`config.mk`:
```
export PLATFORM = sky130hd
export DESIGN_NAME = selective_repeat_window
export DESIGN_NICKNAME = d
export VERILOG_FILES = /design/src/srw_pkg.sv /design/src/srw_ram.sv /design/src/srw_rsp_reg.sv /design/src/srw_ctrl.sv /design/src/selective_repeat_window.sv
export SDC_FILE = /design/constraint.sdc
export NUM_CORES = 1
export LEC_CHECK = 0
export BUFFER_PORTS_ARGS = -buffer_cell sky130_fd_sc_hd__buf_4
export CAP_MARGIN = 10
export CORE_ASPECT_RATIO = 0.8
export CORE_MARGIN = 8
export CORE_UTILIZATION = 40
export CTS_CLUSTER_DIAMETER = 80
export DETAILED_ROUTE_END_ITERATION = 8
export GPL_ROUTABILITY_DRIVEN = 0
export SETUP_SLACK_MARGIN = 0.1
export SLEW_MARGIN = 40
export SYNTH_ARGS = -nofsm -noshare
export SYNTH_HDL_FRONTEND = slang
export SYNTH_SLANG_ARGS = --single-unit
```
`constraint.sdc`:
```
create_clock -name clock -period 5.65 [get_ports clock]
set_input_delay 0.565 -clock clock [delete_from_list [all_inputs] [get_ports clock]]
set_output_delay 0.565 -clock clock [all_outputs]
set_load 0.02 [all_outputs]
```
`src/srw_pkg.sv`:
```
`timescale 1ns / 1ps
`default_nettype none

package srw_pkg;

   // Fixed geometry of the window and of the result fields.
   localparam int WIN_DEPTH        = 8;
   localparam int SLOT_W           = $clog2(WIN_DEPTH);
   localparam int CNT_W            = $clog2(WIN_DEPTH) + 1;
   localparam int MODE_W           = 2;
   localparam int OC_W             = 2;
   localparam int STATUS_W         = 3;
   localparam int SEQ_OUT_W        = 4;
   localparam int CSR_W            = 3;
   localparam int EB_W             = 4;
   localparam int MAX_SEQ_BITS_DEF = 4;
   localparam logic [CSR_W-1:0] SEQ_BITS_RESET = 3'd3;

   // Item modes.
   localparam logic [MODE_W-1:0] MODE_START   = 2'd0;
   localparam logic [MODE_W-1:0] MODE_OUTCOME = 2'd1;
   localparam logic [MODE_W-1:0] MODE_SLIDE   = 2'd2;

   // Link outcomes for one slot.
   localparam logic [OC_W-1:0] OC_ACK_OK   = 2'd0;
   localparam logic [OC_W-1:0] OC_ACK_LOST = 2'd1;
   localparam logic [OC_W-1:0] OC_DAMAGED  = 2'd2;
   localparam logic [OC_W-1:0] OC_LOST     = 2'd3;

   // Result status codes.
   localparam logic [STATUS_W-1:0] ST_SENT      = 3'd0;
   localparam logic [STATUS_W-1:0] ST_ACCEPTED  = 3'd1;
   localparam logic [STATUS_W-1:0] ST_DUPLICATE = 3'd2;
   localparam logic [STATUS_W-1:0] ST_NAK       = 3'd3;
   localparam logic [STATUS_W-1:0] ST_LOST      = 3'd4;
   localparam logic [STATUS_W-1:0] ST_IGNORED   = 3'd5;

   // Sequencer states.
   typedef enum logic [3:0] {
      S_IDLE,
      S_START,
      S_WRD,
      S_WCHK,
      S_SRCH,
      S_SCAN,
      S_CRD,
      S_CPROC,
      S_FILL,
      S_ONE
   } state_type;

   // One result item as it travels to the output register.
   typedef struct packed {
      logic [STATUS_W-1:0]  status;
      logic [SEQ_OUT_W-1:0] seq_num;
      logic                 ack_received;
      logic                 last;
   } rsp_type;

endpackage

`default_nettype wire

```
`src/srw_ram.sv`:
```
`timescale 1ns / 1ps
`default_nettype none

module srw_ram #(
   parameter int WIDTH = 8,
   parameter int DEPTH = 8,
   localparam int AW   = $clog2(DEPTH)
) (
   input  wire logic             clock,
   input  wire logic             wr_en,
   input  wire logic [AW-1:0]    wr_addr,
   input  wire logic [WIDTH-1:0] wr_data,
   input  wire logic             rd_en,
   input  wire logic [AW-1:0]    rd_addr,
   output logic      [WIDTH-1:0] rd_data
);

   logic [WIDTH-1:0] mem [DEPTH];

   // One write port, one registered read port.
   always_ff @(posedge clock) begin
      if (wr_en) begin
         mem[wr_addr] <= wr_data;
      end
      if (rd_en) begin
         rd_data <= mem[rd_addr];
      end
   end

endmodule

`default_nettype wire

```
`src/srw_rsp_reg.sv`:
```
`timescale 1ns / 1ps
`default_nettype none

module srw_rsp_reg import srw_pkg::*; (
   input  wire logic                 clock,
   input  wire logic                 reset,
   input  wire logic                 ld_valid,
   input  wire rsp_type              ld_data,
   output logic                      free,
   output logic                      rsp_valid,
   input  wire logic                 rsp_ready,
   output logic [STATUS_W-1:0]       rsp_status,
   output logic [SEQ_OUT_W-1:0]      rsp_seq_num,
   output logic                      rsp_ack_received,
   output logic                      rsp_last
);

   logic    valid_ff;
   logic    valid_in;
   rsp_type data_ff;
   logic    load;

   // The register can take a new result when empty or when its transfer completes.
   assign free = !valid_ff || rsp_ready;
   assign load = ld_valid && free;

   always_comb begin
      if (load) begin
         valid_in = 1'b1;
      end else if (rsp_ready) begin
         valid_in = 1'b0;
      end else begin
         valid_in = valid_ff;
      end
   end

   always_ff @(posedge clock) begin
      if (reset) begin
         valid_ff <= 1'b0;
      end else begin
         valid_ff <= valid_in;
      end
   end

   always_ff @(posedge clock) begin
      if (load) begin
         data_ff <= ld_data;
      end
   end

   assign rsp_valid        = valid_ff;
   assign rsp_status       = data_ff.status;
   assign rsp_seq_num      = data_ff.seq_num;
   assign rsp_ack_received = data_ff.ack_received;
   assign rsp_last         = data_ff.last;

endmodule

`default_nettype wire

```
`src/srw_ctrl.sv`:
```
`timescale 1ns / 1ps
`default_nettype none

module srw_ctrl import srw_pkg::*; #(
   parameter int MAX_SEQ_BITS = MAX_SEQ_BITS_DEF,
   localparam int SW = MAX_SEQ_BITS
) (
   input  wire logic              clock,
   input  wire logic              reset,
   // Input items
   input  wire logic              req_valid,
   output logic                   req_ready,
   input  wire logic [MODE_W-1:0] req_mode,
   input  wire logic [SLOT_W-1:0] req_slot,
   input  wire logic [OC_W-1:0]   req_outcome,
   // Configuration
   input  wire logic              csr_valid,
   output logic                   csr_ready,
   input  wire logic [CSR_W-1:0]  csr_data,
   // Sender window memory: {acked, seq}
   output logic                   win_wr_en,
   output logic [SLOT_W-1:0]      win_wr_addr,
   output logic [SW:0]            win_wr_data,
   output logic                   win_rd_en,
   output logic [SLOT_W-1:0]      win_rd_addr,
   input  wire logic [SW:0]       win_rd_data,
   // Receiver expected-number memory
   output logic                   exp_wr_en,
   output logic [SLOT_W-1:0]      exp_wr_addr,
   output logic [SW-1:0]          exp_wr_data,
   output logic                   exp_rd_en,
   output logic [SLOT_W-1:0]      exp_rd_addr,
   input  wire logic [SW-1:0]     exp_rd_data,
   // Results towards the output register
   output logic                   emit_valid,
   output rsp_type                emit_data,
   input  wire logic              emit_free
);

   localparam int CW = (SW < SEQ_OUT_W) ? SW : SEQ_OUT_W;
   localparam logic [EB_W-1:0] MAX_B = EB_W'(MAX_SEQ_BITS);
   localparam logic [EB_W-1:0] FULL_B = EB_W'($clog2(WIN_DEPTH) + 1);

   state_type state_ff, state_in;

   logic [CSR_W-1:0]     seq_bits_ff, seq_bits_in;
   logic [SW-1:0]        send_next_ff, send_next_in;
   logic [SW-1:0]        recv_next_ff, recv_next_in;
   logic [WIN_DEPTH-1:0] win_vld_ff, win_vld_in;
   logic [WIN_DEPTH-1:0] exp_vld_ff, exp_vld_in;
   logic                 win_rv_ff, win_rv_in;
   logic                 exp_rv_ff, exp_rv_in;
   logic [CNT_W-1:0]     k_ff, k_in;
   logic [CNT_W-1:0]     dst_ff, dst_in;
   logic [CNT_W-1:0]     seen_ff, seen_in;
   logic [CNT_W-1:0]     cnt_ff, cnt_in;
   logic [CNT_W-1:0]     first_ff, first_in;
   logic                 found_ff, found_in;
   logic                 pend_ff, pend_in;
   logic [SLOT_W-1:0]    pidx_ff, pidx_in;

   // Payload registers
   logic [SLOT_W-1:0]    slot_ff, slot_in;
   logic [OC_W-1:0]      oc_ff, oc_in;
   logic [SW-1:0]        seq_ff, seq_in;
   rsp_type              res_ff, res_in;

   logic [EB_W-1:0]      eff_b;
   logic [CNT_W-1:0]     win_size;
   logic [SW-1:0]        mask;
   logic                 req_fire;
   logic                 slot_out;
   logic [SW:0]          win_q;
   logic                 win_q_acked;
   logic [SW-1:0]        win_q_seq;
   logic [SW-1:0]        exp_q;
   logic                 srch_hit;
   logic                 srch_miss;
   logic                 pass_done;
   logic [SW-1:0]        kseq;

   function automatic logic [SEQ_OUT_W-1:0] out_seq(input logic [SW-1:0] s);
      return SEQ_OUT_W'(s[CW-1:0]);
   endfunction

   // Effective sequence bits, modulus mask and window size from the register.
   always_comb begin
      if (seq_bits_ff == '0) begin
         eff_b = EB_W'(1);
      end else if (EB_W'(seq_bits_ff) > MAX_B) begin
         eff_b = MAX_B;
      end else begin
         eff_b = EB_W'(seq_bits_ff);
      end
      if (eff_b >= FULL_B) begin
         win_size = CNT_W'(WIN_DEPTH);
      end else begin
         win_size = CNT_W'(1) << (eff_b - EB_W'(1));
      end
      for (int i = 0; i < SW; i++) begin
         mask[i] = (EB_W'(i) < eff_b);
      end
   end

   // Read data of entries never written reads as zero.
   assign win_q       = win_rv_ff ? win_rd_data : '0;
   assign win_q_acked = win_q[SW];
   assign win_q_seq   = win_q[SW-1:0];
   assign exp_q       = exp_rv_ff ? exp_rd_data : '0;

   // A waiting register write goes ahead of a waiting item.
   assign req_ready = (state_ff == S_IDLE) && !csr_valid;
   assign csr_ready = (state_ff == S_IDLE);
   assign req_fire  = req_valid && req_ready;
   assign slot_out  = (CNT_W'(req_slot) >= win_size);
   assign kseq      = SW'(k_ff) & mask;

   // A pipelined pass has issued its last read and checked its last data.
   assign pass_done = !pend_ff && (k_ff >= win_size);
   assign srch_hit  = pend_ff && (exp_q == seq_ff);
   assign srch_miss = pass_done;

   // Next state.
   always_comb begin
      state_in = state_ff;
      case (state_ff)
         S_IDLE: begin
            if (req_fire) begin
               case (req_mode)
                  MODE_START:   state_in = S_START;
                  MODE_OUTCOME: state_in = slot_out ? S_ONE : S_WRD;
                  MODE_SLIDE:   state_in = S_SCAN;
                  default:      state_in = S_ONE;
               endcase
            end
         end
         S_START: begin
            if (emit_free && (k_ff + CNT_W'(1) == win_size)) begin
               state_in = S_IDLE;
            end
         end
         S_WRD: state_in = S_WCHK;
         S_WCHK: begin
            if (win_q_acked || (oc_ff == OC_DAMAGED) || (oc_ff == OC_LOST)) begin
               state_in = S_ONE;
            end else begin
               state_in = S_SRCH;
            end
         end
         S_SRCH: begin
            if (srch_hit || srch_miss) begin
               state_in = S_ONE;
            end
         end
         S_SCAN: begin
            if (pass_done) begin
               state_in = S_CRD;
            end
         end
         S_CRD: begin
            if (k_ff < win_size) begin
               state_in = S_CPROC;
            end else begin
               state_in = S_FILL;
            end
         end
         S_CPROC: begin
            if (win_q_acked || emit_free) begin
               state_in = S_CRD;
            end
         end
         S_FILL: begin
            if (dst_ff >= win_size) begin
               state_in = S_IDLE;
            end else if (emit_free && (dst_ff + CNT_W'(1) == win_size)) begin
               state_in = S_IDLE;
            end
         end
         S_ONE: begin
            if (emit_free) begin
               state_in = S_IDLE;
            end
         end
         default: state_in = S_IDLE;
      endcase
   end

   // Memory accesses and result emission.
   always_comb begin
      win_wr_en   = 1'b0;
      win_wr_addr = '0;
      win_wr_data = '0;
      win_rd_en   = 1'b0;
      win_rd_addr = '0;
      exp_wr_en   = 1'b0;
      exp_wr_addr = '0;
      exp_wr_data = '0;
      exp_rd_en   = 1'b0;
      exp_rd_addr = '0;
      emit_valid  = 1'b0;
      emit_data   = res_ff;
      case (state_ff)
         S_START: begin
            win_wr_en   = emit_free;
            win_wr_addr = k_ff[SLOT_W-1:0];
            win_wr_data = {1'b0, kseq};
            exp_wr_en   = emit_free;
            exp_wr_addr = k_ff[SLOT_W-1:0];
            exp_wr_data = kseq;
            emit_valid  = 1'b1;
            emit_data.status       = ST_SENT;
            emit_data.seq_num      = out_seq(kseq);
            emit_data.ack_received = 1'b0;
            emit_data.last         = (k_ff + CNT_W'(1) == win_size);
         end
         S_WRD: begin
            win_rd_en   = 1'b1;
            win_rd_addr = slot_ff;
         end
         S_SRCH: begin
            exp_rd_en   = (k_ff < win_size);
            exp_rd_addr = k_ff[SLOT_W-1:0];
            if (srch_hit) begin
               exp_wr_en   = 1'b1;
               exp_wr_addr = pidx_ff;
               exp_wr_data = recv_next_ff & mask;
            end
            if (srch_hit || srch_miss) begin
               win_wr_en   = 1'b1;
               win_wr_addr = slot_ff;
               win_wr_data = {(oc_ff == OC_ACK_OK), seq_ff};
            end
         end
         S_SCAN, S_CRD: begin
            win_rd_en   = (k_ff < win_size);
            win_rd_addr = k_ff[SLOT_W-1:0];
         end
         S_CPROC: begin
            win_wr_en   = win_q_acked || emit_free;
            win_wr_addr = dst_ff[SLOT_W-1:0];
            win_wr_data = win_q;
            emit_valid  = !win_q_acked;
            emit_data.status       = ST_SENT;
            emit_data.seq_num      = out_seq(win_q_seq);
            emit_data.ack_received = 1'b0;
            emit_data.last         = (seen_ff + CNT_W'(1) == cnt_ff);
         end
         S_FILL: begin
            win_wr_en   = emit_free && (dst_ff < win_size);
            win_wr_addr = dst_ff[SLOT_W-1:0];
            win_wr_data = {1'b0, send_next_ff & mask};
            emit_valid  = (dst_ff < win_size);
            emit_data.status       = ST_SENT;
            emit_data.seq_num      = out_seq(send_next_ff & mask);
            emit_data.ack_received = 1'b0;
            emit_data.last         = (seen_ff + CNT_W'(1) == cnt_ff);
         end
         S_ONE: begin
            emit_valid = 1'b1;
         end
         default: begin
            emit_valid = 1'b0;
         end
      endcase
   end

   // Datapath next values.
   always_comb begin
      seq_bits_in  = seq_bits_ff;
      send_next_in = send_next_ff;
      recv_next_in = recv_next_ff;
      k_in         = k_ff;
      dst_in       = dst_ff;
      seen_in      = seen_ff;
      cnt_in       = cnt_ff;
      first_in     = first_ff;
      found_in     = found_ff;
      pend_in      = 1'b0;
      pidx_in      = pidx_ff;
      slot_in      = slot_ff;
      oc_in        = oc_ff;
      seq_in       = seq_ff;
      res_in       = res_ff;

      // Track which entries have been written, and the flag of each read.
      win_vld_in = win_vld_ff;
      exp_vld_in = exp_vld_ff;
      if (win_wr_en) begin
         win_vld_in[win_wr_addr] = 1'b1;
      end
      if (exp_wr_en) begin
         exp_vld_in[exp_wr_addr] = 1'b1;
      end
      win_rv_in = win_rd_en ? win_vld_ff[win_rd_addr] : win_rv_ff;
      exp_rv_in = exp_rd_en ? exp_vld_ff[exp_rd_addr] : exp_rv_ff;

      if (csr_valid && csr_ready) begin
         seq_bits_in = csr_data;
      end

      case (state_ff)
         S_IDLE: begin
            if (req_fire) begin
               slot_in  = req_slot;
               oc_in    = req_outcome;
               k_in     = '0;
               dst_in   = '0;
               seen_in  = '0;
               cnt_in   = '0;
               found_in = 1'b0;
               res_in.status       = ST_IGNORED;
               res_in.seq_num      = '0;
               res_in.ack_received = 1'b0;
               res_in.last         = 1'b1;
            end
         end
         S_START: begin
            if (emit_free) begin
               k_in = k_ff + CNT_W'(1);
               if (k_ff + CNT_W'(1) == win_size) begin
                  send_next_in = SW'(win_size) & mask;
                  recv_next_in = SW'(win_size) & mask;
               end
            end
         end
         S_WCHK: begin
            seq_in = win_q_seq;
            k_in   = '0;
            res_in.seq_num = out_seq(win_q_seq);
            if (win_q_acked) begin
               res_in.status       = ST_IGNORED;
               res_in.ack_received = 1'b1;
            end else if (oc_ff == OC_DAMAGED) begin
               res_in.status = ST_NAK;
            end else if (oc_ff == OC_LOST) begin
               res_in.status = ST_LOST;
            end
         end
         S_SRCH: begin
            // One read issued and one compare made every cycle.
            pend_in = (k_ff < win_size);
            pidx_in = k_ff[SLOT_W-1:0];
            if (k_ff < win_size) begin
               k_in = k_ff + CNT_W'(1);
            end
            res_in.ack_received = (oc_ff == OC_ACK_OK);
            if (srch_hit) begin
               res_in.status = ST_ACCEPTED;
               recv_next_in  = ((recv_next_ff & mask) + SW'(1)) & mask;
            end else if (srch_miss) begin
               res_in.status = ST_DUPLICATE;
            end
         end
         S_SCAN: begin
            // Count unacknowledged slots and find the first of them.
            pend_in = (k_ff < win_size);
            pidx_in = k_ff[SLOT_W-1:0];
            if (k_ff < win_size) begin
               k_in = k_ff + CNT_W'(1);
            end
            if (pend_ff && !win_q_acked) begin
               cnt_in = cnt_ff + CNT_W'(1);
               if (!found_ff) begin
                  found_in = 1'b1;
                  first_in = CNT_W'(pidx_ff);
               end
            end
            if (pass_done) begin
               // Copying starts at the first unacknowledged slot; every freed
               // slot later adds one fresh pending frame.
               k_in   = found_ff ? first_ff : win_size;
               cnt_in = cnt_ff + (found_ff ? first_ff : win_size);
               dst_in = '0;
            end
         end
         S_CPROC: begin
            if (win_q_acked || emit_free) begin
               k_in   = k_ff + CNT_W'(1);
               dst_in = dst_ff + CNT_W'(1);
               if (!win_q_acked) begin
                  seen_in = seen_ff + CNT_W'(1);
               end
            end
         end
         S_FILL: begin
            if (emit_free && (dst_ff < win_size)) begin
               dst_in       = dst_ff + CNT_W'(1);
               seen_in      = seen_ff + CNT_W'(1);
               send_next_in = ((send_next_ff & mask) + SW'(1)) & mask;
            end
         end
         default: begin
            pend_in = 1'b0;
         end
      endcase
   end

   // Control registers.
   always_ff @(posedge clock) begin
      if (reset) begin
         state_ff     <= S_IDLE;
         seq_bits_ff  <= SEQ_BITS_RESET;
         send_next_ff <= '0;
         recv_next_ff <= '0;
         win_vld_ff   <= '0;
         exp_vld_ff   <= '0;
         win_rv_ff    <= 1'b0;
         exp_rv_ff    <= 1'b0;
         k_ff         <= '0;
         dst_ff       <= '0;
         seen_ff      <= '0;
         cnt_ff       <= '0;
         first_ff     <= '0;
         found_ff     <= 1'b0;
         pend_ff      <= 1'b0;
         pidx_ff      <= '0;
      end else begin
         state_ff     <= state_in;
         seq_bits_ff  <= seq_bits_in;
         send_next_ff <= send_next_in;
         recv_next_ff <= recv_next_in;
         win_vld_ff   <= win_vld_in;
         exp_vld_ff   <= exp_vld_in;
         win_rv_ff    <= win_rv_in;
         exp_rv_ff    <= exp_rv_in;
         k_ff         <= k_in;
         dst_ff       <= dst_in;
         seen_ff      <= seen_in;
         cnt_ff       <= cnt_in;
         first_ff     <= first_in;
         found_ff     <= found_in;
         pend_ff      <= pend_in;
         pidx_ff      <= pidx_in;
      end
   end

   // Payload registers.
   always_ff @(posedge clock) begin
      slot_ff <= slot_in;
      oc_ff   <= oc_in;
      seq_ff  <= seq_in;
      res_ff  <= res_in;
   end

endmodule

`default_nettype wire

```
`src/selective_repeat_window.sv`:
```
// Selective-repeat ARQ sender window with its receiver's list of expected numbers.
// Items arrive on the req_ channel (mode, slot, outcome) and each produces one
// or more results on the rsp_ channel; the final result of an item carries
// rsp_last. The csr_ channel writes the number of sequence bits; it is taken
// only between items and goes ahead of an item that is waiting.
// Results, with W the window size (1 to 8 slots):
//   start:   W results, one per cycle while the output does not stall.
//   outcome: 1 result; a delivered outcome on an unacknowledged slot inside
//            the window first searches the expected list one entry a cycle.
//   slide:   a scan of the window, then a read and a write per kept slot and
//            a write per refilled slot, with a result for each unacknowledged
//            slot that is kept and for each refilled slot.
// The window and the expected list each sit in a small memory with a registered
// read, so every slot costs a read before it can be used.
// A new item is taken as soon as the sequencer is back at rest, even while the
// final result still waits in the output register.
// When the receiver stalls, the sequencer holds at the step that emits the next
// result. After reset the number of sequence bits is 3 and both memories read as
// zero through per-entry written flags; there is no clearing pass.
`timescale 1ns / 1ps
`default_nettype none

module selective_repeat_window import srw_pkg::*; #(
   parameter int MAX_SEQ_BITS = MAX_SEQ_BITS_DEF
) (
   input  wire logic                 clock,
   input  wire logic                 reset,
   input  wire logic                 req_valid,
   output logic                      req_ready,
   input  wire logic [MODE_W-1:0]    req_mode,
   input  wire logic [SLOT_W-1:0]    req_slot,
   input  wire logic [OC_W-1:0]      req_outcome,
   output logic                      rsp_valid,
   input  wire logic                 rsp_ready,
   output logic [STATUS_W-1:0]       rsp_status,
   output logic [SEQ_OUT_W-1:0]      rsp_seq_num,
   output logic                      rsp_ack_received,
   output logic                      rsp_last,
   input  wire logic                 csr_valid,
   output logic                      csr_ready,
   input  wire logic [CSR_W-1:0]     csr_data
);

   localparam int SW = MAX_SEQ_BITS;

   logic              win_wr_en;
   logic [SLOT_W-1:0] win_wr_addr;
   logic [SW:0]       win_wr_data;
   logic              win_rd_en;
   logic [SLOT_W-1:0] win_rd_addr;
   logic [SW:0]       win_rd_data;
   logic              exp_wr_en;
   logic [SLOT_W-1:0] exp_wr_addr;
   logic [SW-1:0]     exp_wr_data;
   logic              exp_rd_en;
   logic [SLOT_W-1:0] exp_rd_addr;
   logic [SW-1:0]     exp_rd_data;
   logic              emit_valid;
   rsp_type           emit_data;
   logic              emit_free;

   // Sequencer for all three item kinds.
   srw_ctrl #(
      .MAX_SEQ_BITS (MAX_SEQ_BITS)
   ) u_ctrl (
      .clock       (clock),
      .reset       (reset),
      .req_valid   (req_valid),
      .req_ready   (req_ready),
      .req_mode    (req_mode),
      .req_slot    (req_slot),
      .req_outcome (req_outcome),
      .csr_valid   (csr_valid),
      .csr_ready   (csr_ready),
      .csr_data    (csr_data),
      .win_wr_en   (win_wr_en),
      .win_wr_addr (win_wr_addr),
      .win_wr_data (win_wr_data),
      .win_rd_en   (win_rd_en),
      .win_rd_addr (win_rd_addr),
      .win_rd_data (win_rd_data),
      .exp_wr_en   (exp_wr_en),
      .exp_wr_addr (exp_wr_addr),
      .exp_wr_data (exp_wr_data),
      .exp_rd_en   (exp_rd_en),
      .exp_rd_addr (exp_rd_addr),
      .exp_rd_data (exp_rd_data),
      .emit_valid  (emit_valid),
      .emit_data   (emit_data),
      .emit_free   (emit_free)
   );

   // Sender window: acknowledged flag above the sequence number.
   srw_ram #(
      .WIDTH (SW + 1),
      .DEPTH (WIN_DEPTH)
   ) u_win_ram (
      .clock   (clock),
      .wr_en   (win_wr_en),
      .wr_addr (win_wr_addr),
      .wr_data (win_wr_data),
      .rd_en   (win_rd_en),
      .rd_addr (win_rd_addr),
      .rd_data (win_rd_data)
   );

   // Receiver list of expected sequence numbers.
   srw_ram #(
      .WIDTH (SW),
      .DEPTH (WIN_DEPTH)
   ) u_exp_ram (
      .clock   (clock),
      .wr_en   (exp_wr_en),
      .wr_addr (exp_wr_addr),
      .wr_data (exp_wr_data),
      .rd_en   (exp_rd_en),
      .rd_addr (exp_rd_addr),
      .rd_data (exp_rd_data)
   );

   // Output register on the result channel.
   srw_rsp_reg u_rsp_reg (
      .clock            (clock),
      .reset            (reset),
      .ld_valid         (emit_valid),
      .ld_data          (emit_data),
      .free             (emit_free),
      .rsp_valid        (rsp_valid),
      .rsp_ready        (rsp_ready),
      .rsp_status       (rsp_status),
      .rsp_seq_num      (rsp_seq_num),
      .rsp_ack_received (rsp_ack_received),
      .rsp_last         (rsp_last)
   );

endmodule

`default_nettype wire

```
==> results of run 1 <==
## state kept, by name, summed over array words and instances, names as in the netlist, 4 cells and up
signal,flops
u_ctrl.cnt_ff,4
u_ctrl.dst_ff,4
u_ctrl.exp_vld_ff,8
u_ctrl.k_ff,4
u_ctrl.recv_next_ff,4
u_ctrl.res_ff,8
u_ctrl.seen_ff,4
u_ctrl.send_next_ff,4
u_ctrl.seq_ff,4
u_ctrl.state_ff,4
u_ctrl.win_vld_ff,8
u_exp_ram.mem,32
u_exp_ram.rd_data,4
u_rsp_reg.rsp_seq_num,4
u_win_ram.mem,40
u_win_ram.rd_data,5
## final cells by class
class                   count  area (µm²)  share of cell area, %
clock buffers              17         425                   4.52
clock inverters            15         213                   2.26
inverters                  24        90.1                  0.956
multi-input cells         548        3750                   39.8
flip-flops and latches    165        4380                   46.4
well taps                 269         337                   3.57
repair buffers             31         233                   2.47
## cells in the final DEF, fill, tap and decap left out, drive strengths merged, types with 21 or more instances in the layout
cell    instances
dfxtp          58
o21ai          35
inv            31
ha             21
nand2          70
a21oi          49
edfxtp        107
nand3          22
buf            31
nor2           89
## where the power goes
group          internal (W)  total, W  leakage [nW]  switching, W
logic              0.000565   0.00162          1.64       0.00106
registers           0.00150   0.00163          1.47      0.000132
clock network      0.000720   0.00126         0.312      0.000544
total               0.00278   0.00451          3.43       0.00173
## worst paths after layout
check | startpoint | to | depth (start not counted)
setup reg to reg | u_ctrl.seq_bits_ff[2]$_SDFFE_PP0P_ | u_ctrl.cnt_ff[3]$_SDFFE_PP0P_ | 17
setup / recovery | u_ctrl.seq_bits_ff[2]$_SDFFE_PP0P_ | u_ctrl.cnt_ff[3]$_SDFFE_PP0P_ | 17
hold / removal | req_outcome[1] | u_ctrl.oc_ff[1]$_DFFE_PP_ | 1
hold reg to reg | u_ctrl.win_vld_ff[6]$_SDFFE_PP0P_ | u_ctrl.win_vld_ff[6]$_SDFFE_PP0P_ | 2
## worst max-delay path, stage by stage, from the launching register on
cell and delay, ns:
dfxtp_1 0.68, clkinv_1 0.45, nand2_1 0.16, ha_1 0.28
nor3_2 0.17, nand2_1 0.23, ha_1 0.37, nand4_1 0.12
and2_1 0.20, a21oi_2 0.44, o211ai_1 0.22, ha_1 0.26
a21o_1 0.18, a21oi_1 0.18, xnor2_1 0.15, xnor2_1 0.14
nand3_1 0.09, a21oi_1 0.17
## metrics by stage
step                hold WS (ns)  power, W  cells  setup WS [ns]  cell area, µm²
global route               0.293   0.00475   1069          0.713            9420
floorplan                  0.422   0.00277    779           2.12            8440
CTS                        0.294   0.00450   1069           1.18            9410
global placement           0.432   0.00323   1037           1.39            8760
finish                     0.305   0.00451   1069           1.11            9420
detailed placement         0.443   0.00323   1037           1.24            8770
## kinds of logic after synthesis
kind of cell / after synthesis
xor+xnor: 24
mux: 37
simple gates: 262
flops: 165
compound gates: 203
buf+inv: 66
fa+ha+maj: 22
## routing by layer
layer,GRT usage (%),vias to the layer above
met5,0,-
met4,5.65,0
met3,5.13,26
met2,22.2,282
met1,26.2,2980
li1,-,2918
==> results.tsv, run 1 <==
stage	metric	value	unit
detailed_routing	dr_total_vias	6206	
grt	grt_pass1_vias	5877	
synthesis	muxShareOfSynthArea	7.10	%
timing	fmax	220	MHz
detailed_routing	drcViolationCount	0	
grt	gr-usage-all-layers	17.2	%
cts	cts_sinks	165	
cts	cts_tree	yes	
floorplan	rows	47	
detailed_routing	wl_per_cell	20.5	µm
timing	final_max_slew_viol_count	0	
setup_path	path_max_fanout	13	
synthesis	synth-seq-cells	165	
cts	h-tree-depth	4	
floorplan	die_area	26000	µm²
grt	grt_max_degree	63	
synthesis	synth-warning-count	0	
cts	cts_buffers	17	
worst_hold_path	holdCritPathClass	in2reg	
detailed_routing	wl_met3	2.14	mm
timing	slew_headroom	44.2	%
synthesis	synth_top_area_share	38.1	%
cells_and_area	synthToLayoutAreaGrowth	11.7	%
detailed_routing	met2_length	8.80	mm
cts	clk_path_buf_depth	2	
floorplan	start_util	40.8	%
synthesis	synth_flop_cell	edfxtp_1	
synthesis	syn-num-nets	816	
synthesis	ys_seq_area_share	51.8	%
timing	setup-tns-final	0	ns
grt	overflow	0	
timing	finalHoldViolCount	0	
synthesis	synth_area_leader_cell	edfxtp_1	
grt	grt_pass1_wl	34.6	mm
pwr	power_leakage	3.43	nW
synthesis	synth_most_common_cell	edfxtp_1	
cts	cts_root_buffer	clkbuf_16	
placement	dpl.hpwl	16.2	mm
synthesis	yosys-top-cells-area	edfxtp_1 (38%), dfxtp_1 (14%), mux4_2 (4.5%)	
synthesis	synth_fa_ha_area_share	3.35	%
synthesis	synth-compound-area-share	16.3	%
setup_path	end_kind	register	
detailed_routing	totalWireLength	21.9	mm
cells_and_area	final_nets	824	
cts	clkLatencyLatePin	0.44	ns
timing	rsz0062_at_grt	false	
synthesis	synthesis.area	8440	µm²
detailed_routing	drtPass1Iterations	5	
floorplan	core_area	20700	µm²
synthesis	synth.distinct_cells	75	
setup_path	arrival	4.90	ns
floorplan	ios	27	
synthesis	synth_cells	779	
detailed_routing	vias_per_cell	5.81	
setup_path	critPathKind	reg2reg	
cells_and_area	antenna_cells	0	
cts	clkSlewWorstSetupHoldPaths	0.07	ns
timing	finalCritPeriodShare	80.3	%
timing	worst_pin_slew	0.831	ns
detailed_routing	drtIter0Drc	680	
run_status	status	finished, final reports clean	
setup_path	start_kind	register	
synthesis	async_flop_share	0	%
pwr	ir_drop	0.272	mV
timing	setup_violations	0	
synthesis	synth-simple-area-share	14.9	%
setup_path	crit_required	6.01	ns
synthesis	synth_xor_area_share	2.58	%
synthesis	avgSynthCellArea	10.8	µm²
pwr	cellPowerDensity	479	nW/µm²
floorplan	die_y	146	µm
floorplan	die_w	178	µm
cells_and_area	finish.utilization	45.5	%
cells_and_area	drive_gt1_share	15.1	%
cts	cts_hold_buf	0	
detailed_routing	top_layer_used	met4	
detailed_routing	final_antenna_net_count	0	
placement	io_buffers	26	
timing	fin_crit	4.54	ns
cells_and_area	fill_cells	1910	
synthesis	synth_top_family_by_area	compound AO/OA/AOI/OAI gates	
setup_path	rrSetupSlack	1.11	ns
timing	fin_skew	0.0101	ns
flow_run	maxCapViolCount	0	
cts	cts_setup_buffers	0	
detailed_routing	m1WireLength	10.7	mm
cts	cts_resized	0	
synthesis	ys_top_cells_by_count	edfxtp_1 (107), nor2_1 (89), nand2_1 (70)	
synthesis	synth_edf_count	107	
grt	antenna_found_initial	0	
No activity file was read; power rests on OpenSTA's default activity.
==> inputs of run 2 (changes only) <==
--- a/config.mk
+++ b/config.mk
@@ -5,6 +5,7 @@
 export SDC_FILE = /design/constraint.sdc
 export NUM_CORES = 1
 export LEC_CHECK = 0
+export ABC_AREA = 1
 export BUFFER_PORTS_ARGS = -buffer_cell sky130_fd_sc_hd__buf_4
 export CAP_MARGIN = 10
 export CORE_ASPECT_RATIO = 0.8
==> constraint.sdc (replaced) <==
create_clock -name clock -period 4.1 [get_ports clock]
set_input_delay 0.41 -clock clock [delete_from_list [all_inputs] [get_ports clock]]
set_output_delay 0.41 -clock clock [all_outputs]
set_load 0.02 [all_outputs]
==> results.tsv, run 2 <==
stage	metric	value	unit	change
run_status	status	finished, final reports clean		
pwr	ir_drop	0.332	mV	+22%
placement	dpl.hpwl	15.9	mm	-1.6%
detailed_routing	vias_per_cell	5.15		-11%
cts	cts_tree	yes		
pwr	cellPowerDensity	671	nW/µm²	+40%
synthesis	synth_cells	978		+26%
detailed_routing	m1WireLength	10.6	mm	-0.90%
floorplan	die_y	146	µm	-0.13%
cts	cts_resized	0		unchanged
placement	io_buffers	26		unchanged
worst_hold_path	hold_end	u_ctrl.oc_ff[0]$_DFFE_PP_		
timing	fin_skew	0.0140	ns	+0.00393 ns
cells_and_area	final_cell_mix	nand2_1 (219), nor2_1 (108), edfxtp_1 (107)		
cts	cts_setup_buffers	0		unchanged
cells_and_area	drive_gt1_share	13.5	%	-1.7 points
floorplan	die_w	178	µm	-0.13%
synthesis	synthesis.area	8410	µm²	-0.28%
synthesis	synth-seq-cells	165		unchanged
timing	fmax	283	MHz	+28%
setup_path	crit_start	u_ctrl.seq_bits_ff[2]$_SDFFE_PP0P_		
cts	cts_buffers	17		unchanged
grt	antenna_found_initial	0		unchanged
setup_path	start_kind	register		
placement	placed_area	8850	µm²	+0.91%
cells_and_area	final_area	9470	µm²	+0.53%
synthesis	avgSynthCellArea	8.60	µm²	-21%
detailed_routing	dr_total_vias	6629		+6.8%
setup_path	crit_required	4.47	ns	-1.54 ns
detailed_routing	totalWireLength	21.4	mm	-2.3%
cts	cts_sinks	165		unchanged
cells_and_area	top_regs	u_win_ram.mem: 40 flops, u_exp_ram.mem: 32 flops		
setup_path	rrSetupSlack	0.57	ns	-0.55 ns
cts	clk_path_buf_depth	2		unchanged
worst_hold_path	min_path_cells	1		unchanged
pwr	power_leakage	3.95	nW	+15%
detailed_routing	drtPass1Iterations	6		+1
cells_and_area	largest_reg_flops	40		unchanged
synthesis	ys_seq_area_share	52.0	%	+0.15 points
setup_path	arrival	3.91	ns	-0.99 ns
timing	setup-tns-final	0	ns	unchanged
floorplan	start_util	40.8	%	about the same
grt	overflow	0		unchanged
cts	clkLatencyLatePin	0.44	ns	about the same
setup_path	critPathKind	reg2reg		
floorplan	core_area	20600	µm²	-0.28%
timing	finalCritPeriodShare	86.2	%	+5.9 points
setup_path	end_kind	register		
grt	grt_pass1_wl	34.2	mm	-1.2%
floorplan	rows	47		unchanged
placement	dp.cells	1255		+21%
worst_hold_path	min_from	req_outcome[0]		
synthesis	synth_area_leader_cell	edfxtp_1		
timing	finalHoldViolCount	0		unchanged
setup_path	reg2reg_to	u_ctrl.cnt_ff[3]$_SDFFE_PP0P_		
synthesis	synth-warning-count	0		unchanged
synthesis	syn-num-nets	1015		+24%
cts	cts_hold_buf	0		unchanged
timing	fin_crit	3.53	ns	-1.00 ns
detailed_routing	wl_per_cell	16.7	µm	-19%
cells_and_area	layout_commonest_cell	nand2_1		
cells_and_area	top_register	u_win_ram.mem		
synthesis	synth_edf_count	107		unchanged
cells_and_area	multi_input_area	3400	µm²	-9.2%
cells_and_area	antenna_cells	0		unchanged
detailed_routing	wl_met3	1.60	mm	-25%
floorplan	die_area	26000	µm²	-0.26%
timing	final_max_slew_viol_count	0		unchanged
detailed_routing	final_antenna_net_count	0		unchanged
timing	worst_pin_slew	0.710	ns	-0.121 ns
synthesis	synth_top_area_share	38.2	%	+0.11 points
grt	gr-usage-all-layers	17.0	%	-0.17 points
grt	grt_max_degree	43		-32%
cells_and_area	final_nets	1042		+26%
synthesis	ys_top_cells_by_count	nand2_1 (219), nor2_1 (108), edfxtp_1 (107)		
synthesis	synth_most_common_cell	nand2_1		
floorplan	ios	27		unchanged
setup_path	reg2regPathDepth	20		+3
cells_and_area	seq_area	4370	µm²	about the same
cells_and_area	synthToLayoutAreaGrowth	12.6	%	
synthesis	synth.distinct_cells	48		-36%
synthesis	synth_flop_cell	edfxtp_1		
cells_and_area	final_cells	1287		+20%
detailed_routing	drtIter0Drc	623		-8.4%
worst_hold_path	holdCritPathClass	in2reg		
grt	grt_pass1_vias	6258		+6.5%
setup_path	r2r-start	u_ctrl.seq_bits_ff[2]$_SDFFE_PP0P_		
flow_run	maxCapViolCount	0		unchanged
detailed_routing	met2_length	8.98	mm	+2.1%
synthesis	yosys-top-cells-area	edfxtp_1 (38%), dfxtp_1 (14%), nand2_1 (9.8%)		
cts	h-tree-depth	4		unchanged
cells_and_area	finish.utilization	45.9	%	+0.37 points
cells_and_area	fill_cells	2050		+7.3%
detailed_routing	drcViolationCount	0		unchanged
detailed_routing	top_layer_used	met4		
setup_path	path_max_fanout	7		-6
cts	cts_root_buffer	clkbuf_16		
synthesis	async_flop_share	0	%	unchanged
cts	clkSlewWorstSetupHoldPaths	0.08	ns	about the same
timing	slew_headroom	52.3	%	+8.1 points
timing	setup_violations	0		unchanged
timing	rsz0062_at_grt	false		
[run 2: changes by cell type in the layout (fill, tap and decap cells not counted), sizes merged, moves of 24 or more]
cell and delta:
nand2 +161, inv +101, o21ai +41, nor2 +36
nand3 +24
[run 2: worst max-delay path by stage]
stage / to / slack [ns] / cells after the start
finish: u_ctrl.cnt_ff[3]$_SDFFE_PP0P_ / 0.57 / 20
global route: u_ctrl.cnt_ff[3]$_SDFFE_PP0P_ / 0.11 / 20
CTS: u_ctrl.cnt_ff[3]$_SDFFE_PP0P_ / 0.58 / 20
detailed placement: u_ctrl.cnt_ff[3]$_SDFFE_PP0P_ / 0.59 / 20
global placement: u_ctrl.cnt_ff[3]$_SDFFE_PP0P_ / 0.72 / 20
floorplan: u_ctrl.cnt_ff[3]$_SDFFE_PP0P_ / 0.72 / 21
[run 2: report_power, final]
part / leakage [nW] / internal [W] / total [W] / switching [W]
logic: 2.21 / 0.000797 / 0.00249 / 0.00169
clock network: 0.292 / 0.000877 / 0.00163 / 0.000757
registers: 1.44 / 0.00208 / 0.00223 / 0.000149
total: 3.95 / 0.00376 / 0.00635 / 0.00260
[run 2: per-layer routing]
layer / GRT usage, % / up-vias
li1: - / 3330
met1: 24.7 / 3090
met2: 24.5 / 188
met3: 4.15 / 21
met4: 4.74 / 0
met5: 0 / -
[run 2: critical path, stage by stage, from the launching register on]
cell     delay [ns]
dfxtp_1        0.31
inv_1          0.17
o21ai_0        0.16
ha_1           0.36
nor2_1         0.27
nand2_1        0.12
ha_1           0.30
nand2_1        0.05
inv_1          0.06
nand2_1        0.06
nand3_1        0.09
nand2_1        0.08
buf_4          0.17
nor3b_1        0.27
ha_1           0.33
a21oi_1        0.14
nand2_1        0.07
xor2_1         0.15
xnor2_1        0.15
nand2_1        0.06
a21oi_1        0.11
[run 2: cell families (layout without fill, tap and decap cells)]
| kind of cell | Yosys count | in the layout | share of synthesized area, % |
|---|---|---|---|
| AOI/OAI and AO/OA | 189 | 189 | 12.7 |
| xor gates and xnor gates | 12 | 12 | 1.25 |
| adders and majority gates | 22 | 22 | 3.36 |
| buffers and inverters | 154 | 194 | 7.70 |
| DFF | 165 | 165 | 52.0 |
| muxes | 1 | 1 | 0.119 |
| and+or+nand+nor | 435 | 435 | 22.9 |
[run 2: area by class of cell]
class,count,area share (%)
Clock buffer,17,4.49
Clock inverter,15,1.96
Inverter,125,4.95
Multi-Input combinational cell,659,35.9
Sequential cell,165,46.2
Tap cell,269,3.55
Timing Repair Buffer,37,2.93
[run 2: through the flow]
step / hold slack, ns / power, W / worst slack (ns)
4_1_cts: 0.148 / 0.00637 / 0.578
2_1_floorplan: 0.427 / 0.00399 / 0.720
5_1_grt: 0.142 / 0.00681 / 0.106
3_3_place_gp: 0.436 / 0.00469 / 0.715
6_report: 0.156 / 0.00635 / 0.566
3_5_place_dp: 0.437 / 0.00473 / 0.589
